## src/rtl/core/assert_macros.svh

```systemverilog
// Assertion helpers for the deque core.
// Both macros expect clk_i and rst_ni in scope.
`ifndef ASSERT_MACROS_SVH
`define ASSERT_MACROS_SVH

// Property must hold at every rising clock edge outside reset.
`define DQ_ASSERT(label, prop, msg) \
  label: assert property (@(posedge clk_i) disable iff (!rst_ni) (prop)) else $error(msg);

// Condition must never be true outside reset.
`define DQ_ASSERT_NEVER(label, cond, msg) \
  label: assert property (@(posedge clk_i) disable iff (!rst_ni) !(cond)) else $error(msg);

`endif

```

## src/rtl/core/dq_pkg.sv

```systemverilog
// ----------------------------------------------------------------------------
// dq_pkg
// Types, codes and sizes shared by the double-ended queue core.
// ----------------------------------------------------------------------------
`default_nettype none

package dq_pkg;

  localparam int unsigned DEPTH     = 16;
  localparam int unsigned IDX_W     = (DEPTH > 1) ? $clog2(DEPTH) : 1;
  localparam int unsigned CNT_W     = $clog2(DEPTH + 1);
  localparam int unsigned COUNT_W   = 5;
  localparam int unsigned OPQ_DEPTH = 2;
  localparam int unsigned OPQ_PTR_W = $clog2(OPQ_DEPTH);
  localparam int unsigned OPQ_CNT_W = $clog2(OPQ_DEPTH + 1);

  typedef enum logic [2:0] {
    CMD_PUSH_BACK  = 3'd0,
    CMD_PUSH_FRONT = 3'd1,
    CMD_POP_BACK   = 3'd2,
    CMD_POP_FRONT  = 3'd3,
    CMD_CLEAR      = 3'd4
  } cmd_e;

  typedef enum logic [1:0] {
    ST_OK    = 2'd0,
    ST_EMPTY = 2'd1,
    ST_FULL  = 2'd2
  } status_e;

  typedef enum logic [2:0] {
    OP_PUSH_BACK,
    OP_PUSH_FRONT,
    OP_POP_BACK,
    OP_POP_FRONT,
    OP_CLEAR,
    OP_NOP
  } op_kind_e;

  typedef enum logic {
    BK_EXEC,
    BK_RESP
  } bk_state_e;

  typedef struct packed {
    logic [2:0]         cmd;
    logic signed [31:0] value;
  } in_item_t;

  typedef struct packed {
    logic [1:0]         status;
    logic signed [31:0] front_value;
    logic signed [31:0] back_value;
    logic [COUNT_W-1:0] count;
  } out_item_t;

  typedef struct packed {
    op_kind_e           kind;
    logic signed [31:0] value;
  } op_t;

endpackage

`default_nettype wire

```

## src/rtl/core/dq_front.sv

```systemverilog
// ----------------------------------------------------------------------------
// dq_front
// Input side: decodes the command code of each transfer into an operation.
// ----------------------------------------------------------------------------
`default_nettype none

module dq_front (
  input  wire  dq_pkg::in_item_t in_i,
  input  wire                    in_valid_i,
  output logic                   in_ready_o,
  output dq_pkg::op_t            op_o,
  output logic                   op_valid_o,
  input  wire                    op_ready_i
);
  import dq_pkg::*;

  always_comb begin
    op_o.value = in_i.value;
    case (in_i.cmd)
      CMD_PUSH_BACK:  op_o.kind = OP_PUSH_BACK;
      CMD_PUSH_FRONT: op_o.kind = OP_PUSH_FRONT;
      CMD_POP_BACK:   op_o.kind = OP_POP_BACK;
      CMD_POP_FRONT:  op_o.kind = OP_POP_FRONT;
      CMD_CLEAR:      op_o.kind = OP_CLEAR;
      default:        op_o.kind = OP_NOP;
    endcase
  end

  assign op_valid_o = in_valid_i;
  assign in_ready_o = op_ready_i;

endmodule

`default_nettype wire

```

## src/rtl/core/dq_op_queue.sv

```systemverilog
// ----------------------------------------------------------------------------
// dq_op_queue
// Short register queue of decoded operations between front and back.
// ----------------------------------------------------------------------------
`default_nettype none

module dq_op_queue (
  input  wire         clk_i,
  input  wire         rst_ni,
  input  wire  dq_pkg::op_t wr_op_i,
  input  wire         wr_valid_i,
  output logic        wr_ready_o,
  output dq_pkg::op_t rd_op_o,
  output logic        rd_valid_o,
  input  wire         rd_ready_i
);
  import dq_pkg::*;

  op_t                  slot_q [OPQ_DEPTH];
  logic [OPQ_PTR_W-1:0] wr_ptr_q, wr_ptr_d;
  logic [OPQ_PTR_W-1:0] rd_ptr_q, rd_ptr_d;
  logic [OPQ_CNT_W-1:0] cnt_q, cnt_d;
  logic                 wr_en, rd_en;

  localparam logic [OPQ_PTR_W-1:0] PTR_LAST = OPQ_PTR_W'(OPQ_DEPTH - 1);

  assign wr_ready_o = (cnt_q != OPQ_CNT_W'(OPQ_DEPTH));
  assign rd_valid_o = (cnt_q != '0);
  assign wr_en      = wr_valid_i && wr_ready_o;
  assign rd_en      = rd_ready_i && rd_valid_o;
  assign rd_op_o    = slot_q[rd_ptr_q];

  always_comb begin
    wr_ptr_d = wr_ptr_q;
    rd_ptr_d = rd_ptr_q;
    cnt_d    = cnt_q;
    if (wr_en) begin
      wr_ptr_d = (wr_ptr_q == PTR_LAST) ? '0 : wr_ptr_q + 1'b1;
    end
    if (rd_en) begin
      rd_ptr_d = (rd_ptr_q == PTR_LAST) ? '0 : rd_ptr_q + 1'b1;
    end
    if (wr_en && !rd_en) begin
      cnt_d = cnt_q + 1'b1;
    end else if (rd_en && !wr_en) begin
      cnt_d = cnt_q - 1'b1;
    end
  end

  always_ff @(posedge clk_i or negedge rst_ni) begin
    if (!rst_ni) begin
      wr_ptr_q <= '0;
      rd_ptr_q <= '0;
      cnt_q    <= '0;
    end else begin
      wr_ptr_q <= wr_ptr_d;
      rd_ptr_q <= rd_ptr_d;
      cnt_q    <= cnt_d;
    end
  end

  always_ff @(posedge clk_i) begin
    if (wr_en) begin
      slot_q[wr_ptr_q] <= wr_op_i;
    end
  end

endmodule

`default_nettype wire

```

## src/rtl/core/dq_back.sv

```systemverilog
// ----------------------------------------------------------------------------
// dq_back
// Execution side: ring indices, entry count, entry memory and result register.
// ----------------------------------------------------------------------------
`default_nettype none

module dq_back (
  input  wire                 clk_i,
  input  wire                 rst_ni,
  input  wire  dq_pkg::op_t   op_i,
  input  wire                 op_valid_i,
  output logic                op_ready_o,
  output dq_pkg::out_item_t   out_o,
  output logic                out_valid_o,
  input  wire                 out_ready_i
);
  import dq_pkg::*;

  localparam logic [IDX_W-1:0] IDX_LAST = IDX_W'(DEPTH - 1);
  localparam logic [CNT_W-1:0] CNT_FULL = CNT_W'(DEPTH);

  bk_state_e          state_q, state_d;
  logic [IDX_W-1:0]   front_q, front_d;
  logic [IDX_W-1:0]   back_q, back_d;
  logic [CNT_W-1:0]   cnt_q, cnt_d;
  status_e            status_q, status_d;
  logic               exec;
  logic               load_out;

  logic               we;
  logic [IDX_W-1:0]   waddr;

  logic [31:0]        mem [DEPTH];
  logic [31:0]        rd_front_q, rd_back_q, wdata_q;
  logic               byp_front_q, byp_back_q;

  out_item_t          out_q;
  logic               out_valid_q;

  // next state
  always_comb begin
    state_d = state_q;
    case (state_q)
      BK_EXEC: if (op_valid_i && (!out_valid_q || out_ready_i)) state_d = BK_RESP;
      BK_RESP: state_d = BK_EXEC;
      default: state_d = BK_EXEC;
    endcase
  end

  // state outputs
  always_comb begin
    exec     = 1'b0;
    load_out = 1'b0;
    case (state_q)
      BK_EXEC: exec     = op_valid_i && (!out_valid_q || out_ready_i);
      BK_RESP: load_out = 1'b1;
      default: ;
    endcase
  end

  assign op_ready_o = exec;

  // operation datapath
  always_comb begin
    front_d  = front_q;
    back_d   = back_q;
    cnt_d    = cnt_q;
    status_d = ST_OK;
    we       = 1'b0;
    waddr    = back_q;
    case (op_i.kind)
      OP_PUSH_BACK, OP_PUSH_FRONT: begin
        if (cnt_q == CNT_FULL) begin
          status_d = ST_FULL;
        end else if (cnt_q == '0) begin
          front_d = back_q;
          we      = 1'b1;
          waddr   = back_q;
          cnt_d   = CNT_W'(1);
        end else if (op_i.kind == OP_PUSH_BACK) begin
          back_d = (back_q == IDX_LAST) ? '0 : back_q + 1'b1;
          we     = 1'b1;
          waddr  = back_d;
          cnt_d  = cnt_q + 1'b1;
        end else begin
          front_d = (front_q == '0) ? IDX_LAST : front_q - 1'b1;
          we      = 1'b1;
          waddr   = front_d;
          cnt_d   = cnt_q + 1'b1;
        end
      end
      OP_POP_BACK: begin
        if (cnt_q == '0) begin
          status_d = ST_EMPTY;
        end else begin
          cnt_d = cnt_q - 1'b1;
          if (cnt_q != CNT_W'(1)) back_d = (back_q == '0) ? IDX_LAST : back_q - 1'b1;
        end
      end
      OP_POP_FRONT: begin
        if (cnt_q == '0) begin
          status_d = ST_EMPTY;
        end else begin
          cnt_d = cnt_q - 1'b1;
          if (cnt_q != CNT_W'(1)) front_d = (front_q == IDX_LAST) ? '0 : front_q + 1'b1;
        end
      end
      OP_CLEAR: begin
        front_d = '0;
        back_d  = '0;
        cnt_d   = '0;
      end
      default: ;
    endcase
  end

  always_ff @(posedge clk_i or negedge rst_ni) begin
    if (!rst_ni) begin
      state_q     <= BK_EXEC;
      front_q     <= '0;
      back_q      <= '0;
      cnt_q       <= '0;
      status_q    <= ST_OK;
      out_valid_q <= 1'b0;
    end else begin
      state_q <= state_d;
      if (exec) begin
        front_q  <= front_d;
        back_q   <= back_d;
        cnt_q    <= cnt_d;
        status_q <= status_d;
      end
      if (load_out) begin
        out_valid_q <= 1'b1;
      end else if (out_ready_i) begin
        out_valid_q <= 1'b0;
      end
    end
  end

  // entry memory; read data of the same-cycle write is forwarded
  always_ff @(posedge clk_i) begin
    if (exec) begin
      if (we) begin
        mem[waddr] <= op_i.value;
      end
      rd_front_q  <= mem[front_d];
      rd_back_q   <= mem[back_d];
      byp_front_q <= we && (waddr == front_d);
      byp_back_q  <= we && (waddr == back_d);
      wdata_q     <= op_i.value;
    end
  end

  always_ff @(posedge clk_i) begin
    if (load_out) begin
      out_q.status <= status_q;
      out_q.count  <= COUNT_W'(cnt_q);
      if (cnt_q == '0) begin
        out_q.front_value <= '0;
        out_q.back_value  <= '0;
      end else begin
        out_q.front_value <= byp_front_q ? wdata_q : rd_front_q;
        out_q.back_value  <= byp_back_q ? wdata_q : rd_back_q;
      end
    end
  end

  assign out_o       = out_q;
  assign out_valid_o = out_valid_q;

endmodule

`default_nettype wire

```

## src/rtl/core/double_ended_queue_core.sv

```systemverilog
// Bounded double-ended queue of signed 32-bit values held in a ring buffer of
// DEPTH entries (16). Each input transfer carries a command (push back, push
// front, pop back, pop front, clear) and a value; each yields exactly one
// result: status (ok, empty on a pop of an empty queue, full on a refused
// push), front and back values after the step (zero when empty) and the entry
// count. In the execution stage an item first updates the ring indices and
// count, writes the entry memory and launches its two registered reads, then
// loads the result register. Up to two decoded items wait in a queue ahead of
// execution, so input transfers are taken while a result is still waiting to
// be read. No clearing pass after reset.
// ----------------------------------------------------------------------------
// double_ended_queue_core
// Top level: decode front end, operation queue and execution back end.
// ----------------------------------------------------------------------------
`default_nettype none

module double_ended_queue_core (
  input  wire                  clk_i,
  input  wire                  rst_ni,
  input  wire  dq_pkg::in_item_t in_i,
  input  wire                  in_valid_i,
  output logic                 in_ready_o,
  output dq_pkg::out_item_t    out_o,
  output logic                 out_valid_o,
  input  wire                  out_ready_i
);
  import dq_pkg::*;
  `include "assert_macros.svh"

  op_t  fe_op, bk_op;
  logic fe_valid, fe_ready;
  logic bk_valid, bk_ready;
  logic rsp_full, rsp_empty;

  dq_front u_front (
    .in_i       (in_i),
    .in_valid_i (in_valid_i),
    .in_ready_o (in_ready_o),
    .op_o       (fe_op),
    .op_valid_o (fe_valid),
    .op_ready_i (fe_ready)
  );

  dq_op_queue u_queue (
    .clk_i      (clk_i),
    .rst_ni     (rst_ni),
    .wr_op_i    (fe_op),
    .wr_valid_i (fe_valid),
    .wr_ready_o (fe_ready),
    .rd_op_o    (bk_op),
    .rd_valid_o (bk_valid),
    .rd_ready_i (bk_ready)
  );

  dq_back u_back (
    .clk_i       (clk_i),
    .rst_ni      (rst_ni),
    .op_i        (bk_op),
    .op_valid_i  (bk_valid),
    .op_ready_o  (bk_ready),
    .out_o       (out_o),
    .out_valid_o (out_valid_o),
    .out_ready_i (out_ready_i)
  );

  assign rsp_full  = out_valid_o && (out_o.status == ST_FULL);
  assign rsp_empty = out_valid_o && (out_o.status == ST_EMPTY);

  `DQ_ASSERT(a_full_count, rsp_full |-> (out_o.count == COUNT_W'(DEPTH)), "full below capacity")
  `DQ_ASSERT(a_empty_count, rsp_empty |-> (out_o.count == '0), "empty status with nonzero count")
  `DQ_ASSERT_NEVER(a_status_code, out_valid_o && out_o.status > ST_FULL, "undefined status code")

endmodule

`default_nettype wire

```

## config.mk

```make
export PLATFORM = sky130hd
export DESIGN_NAME = double_ended_queue_core
export DESIGN_NICKNAME = d
export VERILOG_FILES = /design/src/rtl/core/dq_pkg.sv /design/src/rtl/core/dq_front.sv /design/src/rtl/core/dq_op_queue.sv /design/src/rtl/core/dq_back.sv /design/src/rtl/core/double_ended_queue_core.sv
export VERILOG_INCLUDE_DIRS = /design/src /design/src/rtl/core
export SDC_FILE = /design/constraint.sdc
export NUM_CORES = 1
export LEC_CHECK = 0
export BUFFER_PORTS_ARGS = -buffer_cell sky130_fd_sc_hd__buf_2
export CORE_UTILIZATION = 60
export DETAILED_ROUTE_END_ITERATION = 7
export PLACE_DENSITY = 0.87
export SYNTH_ARGS = -nofsm -noshare
export SYNTH_HDL_FRONTEND = slang
export SYNTH_SLANG_ARGS = --single-unit
```

## constraint.sdc

```tcl
create_clock -name clk_i -period 5.8 [get_ports clk_i]
set_input_delay 0.87 -clock clk_i [delete_from_list [all_inputs] [get_ports clk_i]]
set_output_delay 0.87 -clock clk_i [all_outputs]
set_load 0.005 [all_outputs]
```

### Word-level counts from Yosys, hierarchy flattened

Memories as Yosys holds them, arrays and structs flattened. A register that Yosys moved wholly into a read port is not among the register bits.
Cells that the tools add are included.

| storage, ports and cells | value |
|---|---|
| register bits | 126 |
| memory bits (writable) | 582 |
| bits of input ports | 39 |
| output and inout bits | 73 |
| word-level logic and storage cells | 116 |
| memories kept | 2 |

| cells by class | value |
|---|---|
| $add $sub $neg | 10 |
| equal/unequal tests | 17 |
| multiplexer cells | 47 |
| bitwise gates (word level) | 1 |
| reduce and logical (&&, ||, !) cells | 23 |

Memories:

| name | words | width | read ports | clocked after Yosys merged registers in | wr ports | RTL line | RTL |
|---|---|---|---|---|---|---|---|
| u_back.mem | 16 | 32 | 2 | 2 | 1 | dq_back.sv:33 | `logic [31:0] mem [DEPTH];` |
| u_queue.slot_q | 2 | 35 | 1 | 0 | 1 | dq_op_queue.sv:19 | `op_t slot_q [OPQ_DEPTH];` |

Operators by type and width:

| operator | number |
|---|---|
| 2-to-1 mux 4 bit | 18 |
| 2-to-1 mux 32 bit | 2 |
| one-hot mux 4 bit (3 select lines) | 2 |
| 2-to-1 mux 1 bit | 15 |
| 2-to-1 mux 5 bit | 3 |
| one-hot mux 3 bit (5 select lines) | 1 |
| one-hot mux 5 bit (3 select lines) | 1 |
| == test 3 x 2 -> 1 bit, second input constant | 4 |
| adder 4 x 1 -> 4 bit, second input constant | 2 |
| == test 4 bit | 2 |
| == test 4 bit, second input constant | 2 |
| zero test 4 bit | 2 |
| subtractor 4 x 1 -> 4 bit, second input constant | 2 |
| logical AND 1 bit | 7 |
| == test 3 x 1 -> 1 bit, second input constant | 2 |
| == test 3 bit, second input constant | 2 |
| zero test 3 bit | 2 |
| 2-to-1 mux 2 bit | 3 |
| != test 2 bit, second input constant | 3 |
| nonzero test 2 bit | 3 |
| adder 5 x 1 -> 5 bit, second input constant | 1 |
| == test 5 bit, second input constant | 1 |
| zero test 5 bit | 1 |
| != test 5 x 1 -> 1 bit, second input constant | 1 |
| other kinds (12) | 16 |

### Depth between registers and ports, before layout

| logic depth | value |
|---|---|
| word-level depth | 8 |
| mapped depth | 14 |
| mapped depth without buffers | 10 |

### Cells and area by module

Synthesis repeated with hierarchy kept, for this count alone.

| unflattened totals | value |
|---|---|
| cells, all modules | 2479 |
| area, all modules | 35396.4 um^2 |

By module, submodules not included:

| module | instances | cells an instance | area each (um^2) |
|---|---|---|---|
| dq_back | 1 | 2315 | 32253.4 |
| dq_op_queue | 1 | 127 | 2870.3 |
| dq_front | 1 | 37 | 272.8 |

### Least setup slack after synthesis

Ideal clock, no wire load.

| timing path | value |
|---|---|
| path type | reg-to-reg |
| from | register u_back.state_q |
| to | register u_back.cnt_q[2] |
| data arrival time | 4.868 ns |
| slack | 0.790 ns |
| stages on the path, launching flop included | 7 |
| clock period less this slack | 5.010 ns |
| cells stage by stage | dfrtp_1 > a21oi_1 > o21ai_1 > inv_1 > nand3_1 > o31ai_1 > o31ai_1 |

| between the ends | value |
|---|---|
| cells in the longest elaborated chain, start to end | 2 |

RTL lines:

| item | RTL line | RTL |
|---|---|---|
| start, declared | dq_back.sv:22 | `bk_state_e state_q, state_d;` |
| start signal, assigned | dq_back.sv:126 | `state_q <= state_d;` |
| 2-to-1 mux 1 bit | dq_back.sv:54 | `case (state_q)` |
| named net bk_ready | double_ended_queue_core.sv:32 | `logic bk_valid, bk_ready;` |
| AND reduction 4 bit (no source line) | n/a |  |
| end signal, assigned | dq_back.sv:130 | `cnt_q <= cnt_d;` |
| end, declared | dq_back.sv:25 | `logic [CNT_W-1:0] cnt_q, cnt_d;` |

The timed path passes the listed nets, and every way through them passes these cells.
A chain may end at the register's enable or synchronous reset.

### Worst setup path in the final report

| timing path | value |
|---|---|
| from | register u_back.cnt_q[0] |
| to | register u_back.rd_front_q[16], read port of u_back.mem (data pin) |

| between the ends | value |
|---|---|
| cells in the longest elaborated chain, start to end | 4 |

RTL lines:

| item | RTL line | RTL |
|---|---|---|
| != test 5 x 1 -> 1 bit or zero test 5 bit (tied branches) | dq_back.sv:105, dq_back.sv:75, dq_back.sv:101 |  |
| 2-to-1 mux 4 bit, on equally long branches | dq_back.sv:105, dq_back.sv:75 |  |
| 2-to-1 mux 4 bit, on equally long branches | dq_back.sv:101, dq_back.sv:73 |  |
| one-hot mux 4 bit (3 select lines) * | dq_back.sv:71 | `case (op_i.kind)` |
| end, declared | dq_back.sv:34 | `logic [31:0] rd_front_q, rd_back_q, wdata_q;` |

Mark *: on every way between the ends. The rest lies on a longest branch, timed or not.

==> metrics.cfg <==
[sta]
drv_slew=0
worstMarginPinSlew_ns=1.281
setup_viol=0
fmax_ghz=0.2167
period_share=0.7957
rsz0062_at_grt=no
final_hold_viol_count=0
period_needed_ns=4.615
skew_ns=0.02274
maxSlewHeadroom=0.1432
timing.setup.tns_ns=0

[pwr]
switching_share=0.3888
pwr-share-clk=0.198
p_int_mw=14.69
pwr-share-comb=0.445
ir_worst_vdd_mv=0.4338
power_switching_mw=9.344
power_density_nw_per_um2=621.1
p_seq_frac=0.357
power.leakage_nw=14.80

[placement]
portBuffers=111
placed_cell_area_um2=36320
gp_congestion=0.8721
dp_hpwl_um=51850

[clocking]
root_buffer=clkbuf_16
clock-sinks=772
hold_buffers=0
clkTransAtPathRegs_ns=0.07
cts_made_buffers=77
postCtsSetupBuffers=0
h-tree-depth=3
clk_latency_ns=0.62
clockBufferDepth=3
cts_tree=done
cts_resized=0

[global_routing]
antenna_found_initial=0
grt_max_degree=129
grt_overflow_total=0
grt_usage=0.3153
grt_pass1_vias=23484
grt_pass1_wl_um=140100

[die]
die-width_um=243.2
start_util=0.6061
dieArea_um2=59140
rows=88
core-area_um2=57590
fp.dieH_um=243.2
ioPinCount=112

[worst_setup_path]
crit_top_cell=o22ai_1
r2r-end=u_back.rd_front_q[16]
path_cells=inv_1, ha_1, or3b_1, o22ai_1, o221ai_2, a21oi_2, a21boi_4, buf_12, mux2i_1, o22ai_1, or4_1
arrival_ns=4.97
crit_fanout=74
cp-end-kind=flop
r2r_cells=11
cp_slowest_cell=a21boi_4
cp.required_ns=6.15
start_kind=flop
r2r_start=u_back.cnt_q[0]
ff2ff_setup_slack_ns=1.19
critical_path_class=reg2reg
slowest_delay_ns=0.67

[finish]
area_delta_synth_final_pct=10.84
final_cell_mix=751 x edfxtp_1, 381 x mux2i_1, 294 x nand2_1, 146 x a21oi_1, 126 x o22ai_1
nets=2629
drive_gt1_frac=0.1464
final_common_cell=edfxtp_1
antenna_cells=0
final_area_um2=38690

[flow_run]
max_cap_viol_count=0

[logic_synthesis]
yosysUniqueCellTypes=87
mappedNetlistArea_um2=34900
netlist_instances=2517
synth_area_per_cell_um2=13.87
yosysWarningCount=0
synthFlopType=edfxtp_1
async_flop_share=0.02720
ys_ff_latch=772
synth_fp_nets=2565
synth_enable_flop_cells=751
ys_seq_area_frac=0.6611

[route]
wire_per_inst_um=27.74
postRouteAntennaNets=0
drt_iter0_drc=3659
via_per_inst=6.996
firstDrtPassIters=8
vias=23800
wl_um=94380
post-route-drc-count=0

[hold_path]
hold_class=in2async

[outcome]
status=completed

==> synth_stat cells (4+ instances only) <==
cell type,instances,area (µm²)
or4_1,32,240.2
buf_1,14,52.55
mux2_2,64,720.7
buf_2,68,340.3
a31oi_1,5,31.28
inv_1,14,52.55
nor2_1,108,405.4
nand3_1,16,80.08
a22oi_1,63,473.0
ha_1,9,112.6
dfrtp_1,21,525.5
xnor2_1,11,96.34
a21oi_1,146,730.7
a21o_1,6,45.04
and3_1,70,437.9
o21ai_0,22,110.1
o32ai_1,31,271.5
or2_1,6,37.54
nand2b_1,7,43.79
buf_6,7,78.83
and2_1,4,25.02
a221o_1,33,330.3
clkbuf_1,78,292.8
nor3_1,7,35.03
o22ai_1,126,788.3
a211oi_1,8,60.06
buf_4,18,135.1
nand2_1,295,1107
mux2i_1,381,3814
xor2_1,4,35.03
nor2b_1,8,50.05
edfxtp_1,751,22550
==> per-layer routing <==
metal	wire [µm]	part of all wire	GRT usage	vias up
li1	-	-	-	9924
met2	43790	0.46	0.4930	1897
met3	11930	0.13	0.07065	426
met5	0	0	0	-
met1	33490	0.35	0.4108	11553
met4	5156	0.055	0.1739	0
==> worst max-delay path: cells and delay by family (launching register included) <==
family | cells | cell delay (ns)
flops | 1 | 0.48
mux | 1 | 0.31
simple gates | 2 | 1.09
fa+ha+maj | 1 | 0.23
buf+inv | 2 | 0.61
compound gates | 5 | 1.50
==> final cells by class <==
type / count / area, µm²
flip-flops and latches: 772 / 23080
clock buffers: 97 / 2087
fillers: 3674 / 18900
repair buffers: 170 / 1161
clock inverters: 38 / 285.3
multi-input cells: 1546 / 11060
inverters: 14 / 55.05
well taps: 765 / 957.2
==> state kept, by name, indices dropped and copies added (netlist names) <==
| signal | flops |
|---|---|
| u_back.back_q | 4 |
| u_back.byp_back_q | 1 |
| u_back.byp_front_q | 1 |
| u_back.cnt_q | 5 |
| u_back.front_q | 4 |
| u_back.mem | 512 |
| u_back.out_o | 71 |
| u_back.out_valid_o | 1 |
| u_back.rd_back_q | 32 |
| u_back.rd_front_q | 32 |
| u_back.state_q | 1 |
| u_back.status_q | 2 |
| u_back.wdata_q | 32 |
| u_queue.cnt_q | 2 |
| u_queue.rd_ptr_q | 1 |
| u_queue.slot_q | 70 |
| u_queue.wr_ptr_q | 1 |
==> power groups by stage <==
stage	clock network (mW)	registers, mW	logic (mW)
detailed placement	0	8.66	10.3
floorplan	0	8.57	7.36
global placement	0	8.61	9.94
CTS	4.77	8.57	10.4
global route	4.98	8.66	11.2
finish	4.77	8.57	10.7
==> logic make-up (layout without fill, tap and decap cells) <==
family	Yosys count	after routing	share of synthesized area
fa+ha+maj	9	9	0.003226
mux	446	446	0.1302
buf+inv	199	319	0.02728
simple gates	582	582	0.07822
flops	772	772	0.6611
compound gates	494	494	0.09614
xor+xnor	15	15	0.003764
==> per-stage QoR <==
stage / util / hold slack [ns] / worst slack, ns / instances / power (mW)
6_report: 0.6719 / 0.2306 / 1.185 / 3402 / 24.03
5_1_grt: 0.6719 / 0.2660 / 1.091 / 3402 / 24.87
4_1_cts: 0.6719 / 0.2330 / 1.308 / 3402 / 23.78
3_5_place_dp: 0.6307 / 0.4378 / 1.322 / 3267 / 18.99
3_3_place_gp: 0.6307 / 0.4336 / 1.525 / 3267 / 18.55
2_1_floorplan: - / 0.4248 / 0.7898 / 2517 / 15.93
==> worst max-delay path by stage <==
stage | endpoint | from | depth (start not counted)
floorplan | u_back.cnt_q[2] | u_back.state_q | 6
global placement | u_back.rd_front_q[16] | u_back.cnt_q[0] | 11
detailed placement | u_back.rd_front_q[16] | u_back.cnt_q[0] | 11
CTS | u_back.rd_front_q[16] | u_back.cnt_q[0] | 11
global route | u_back.rd_front_q[16] | u_back.cnt_q[0] | 11
finish | u_back.rd_front_q[16] | u_back.cnt_q[0] | 11
(Power assumes the default switching activity.)
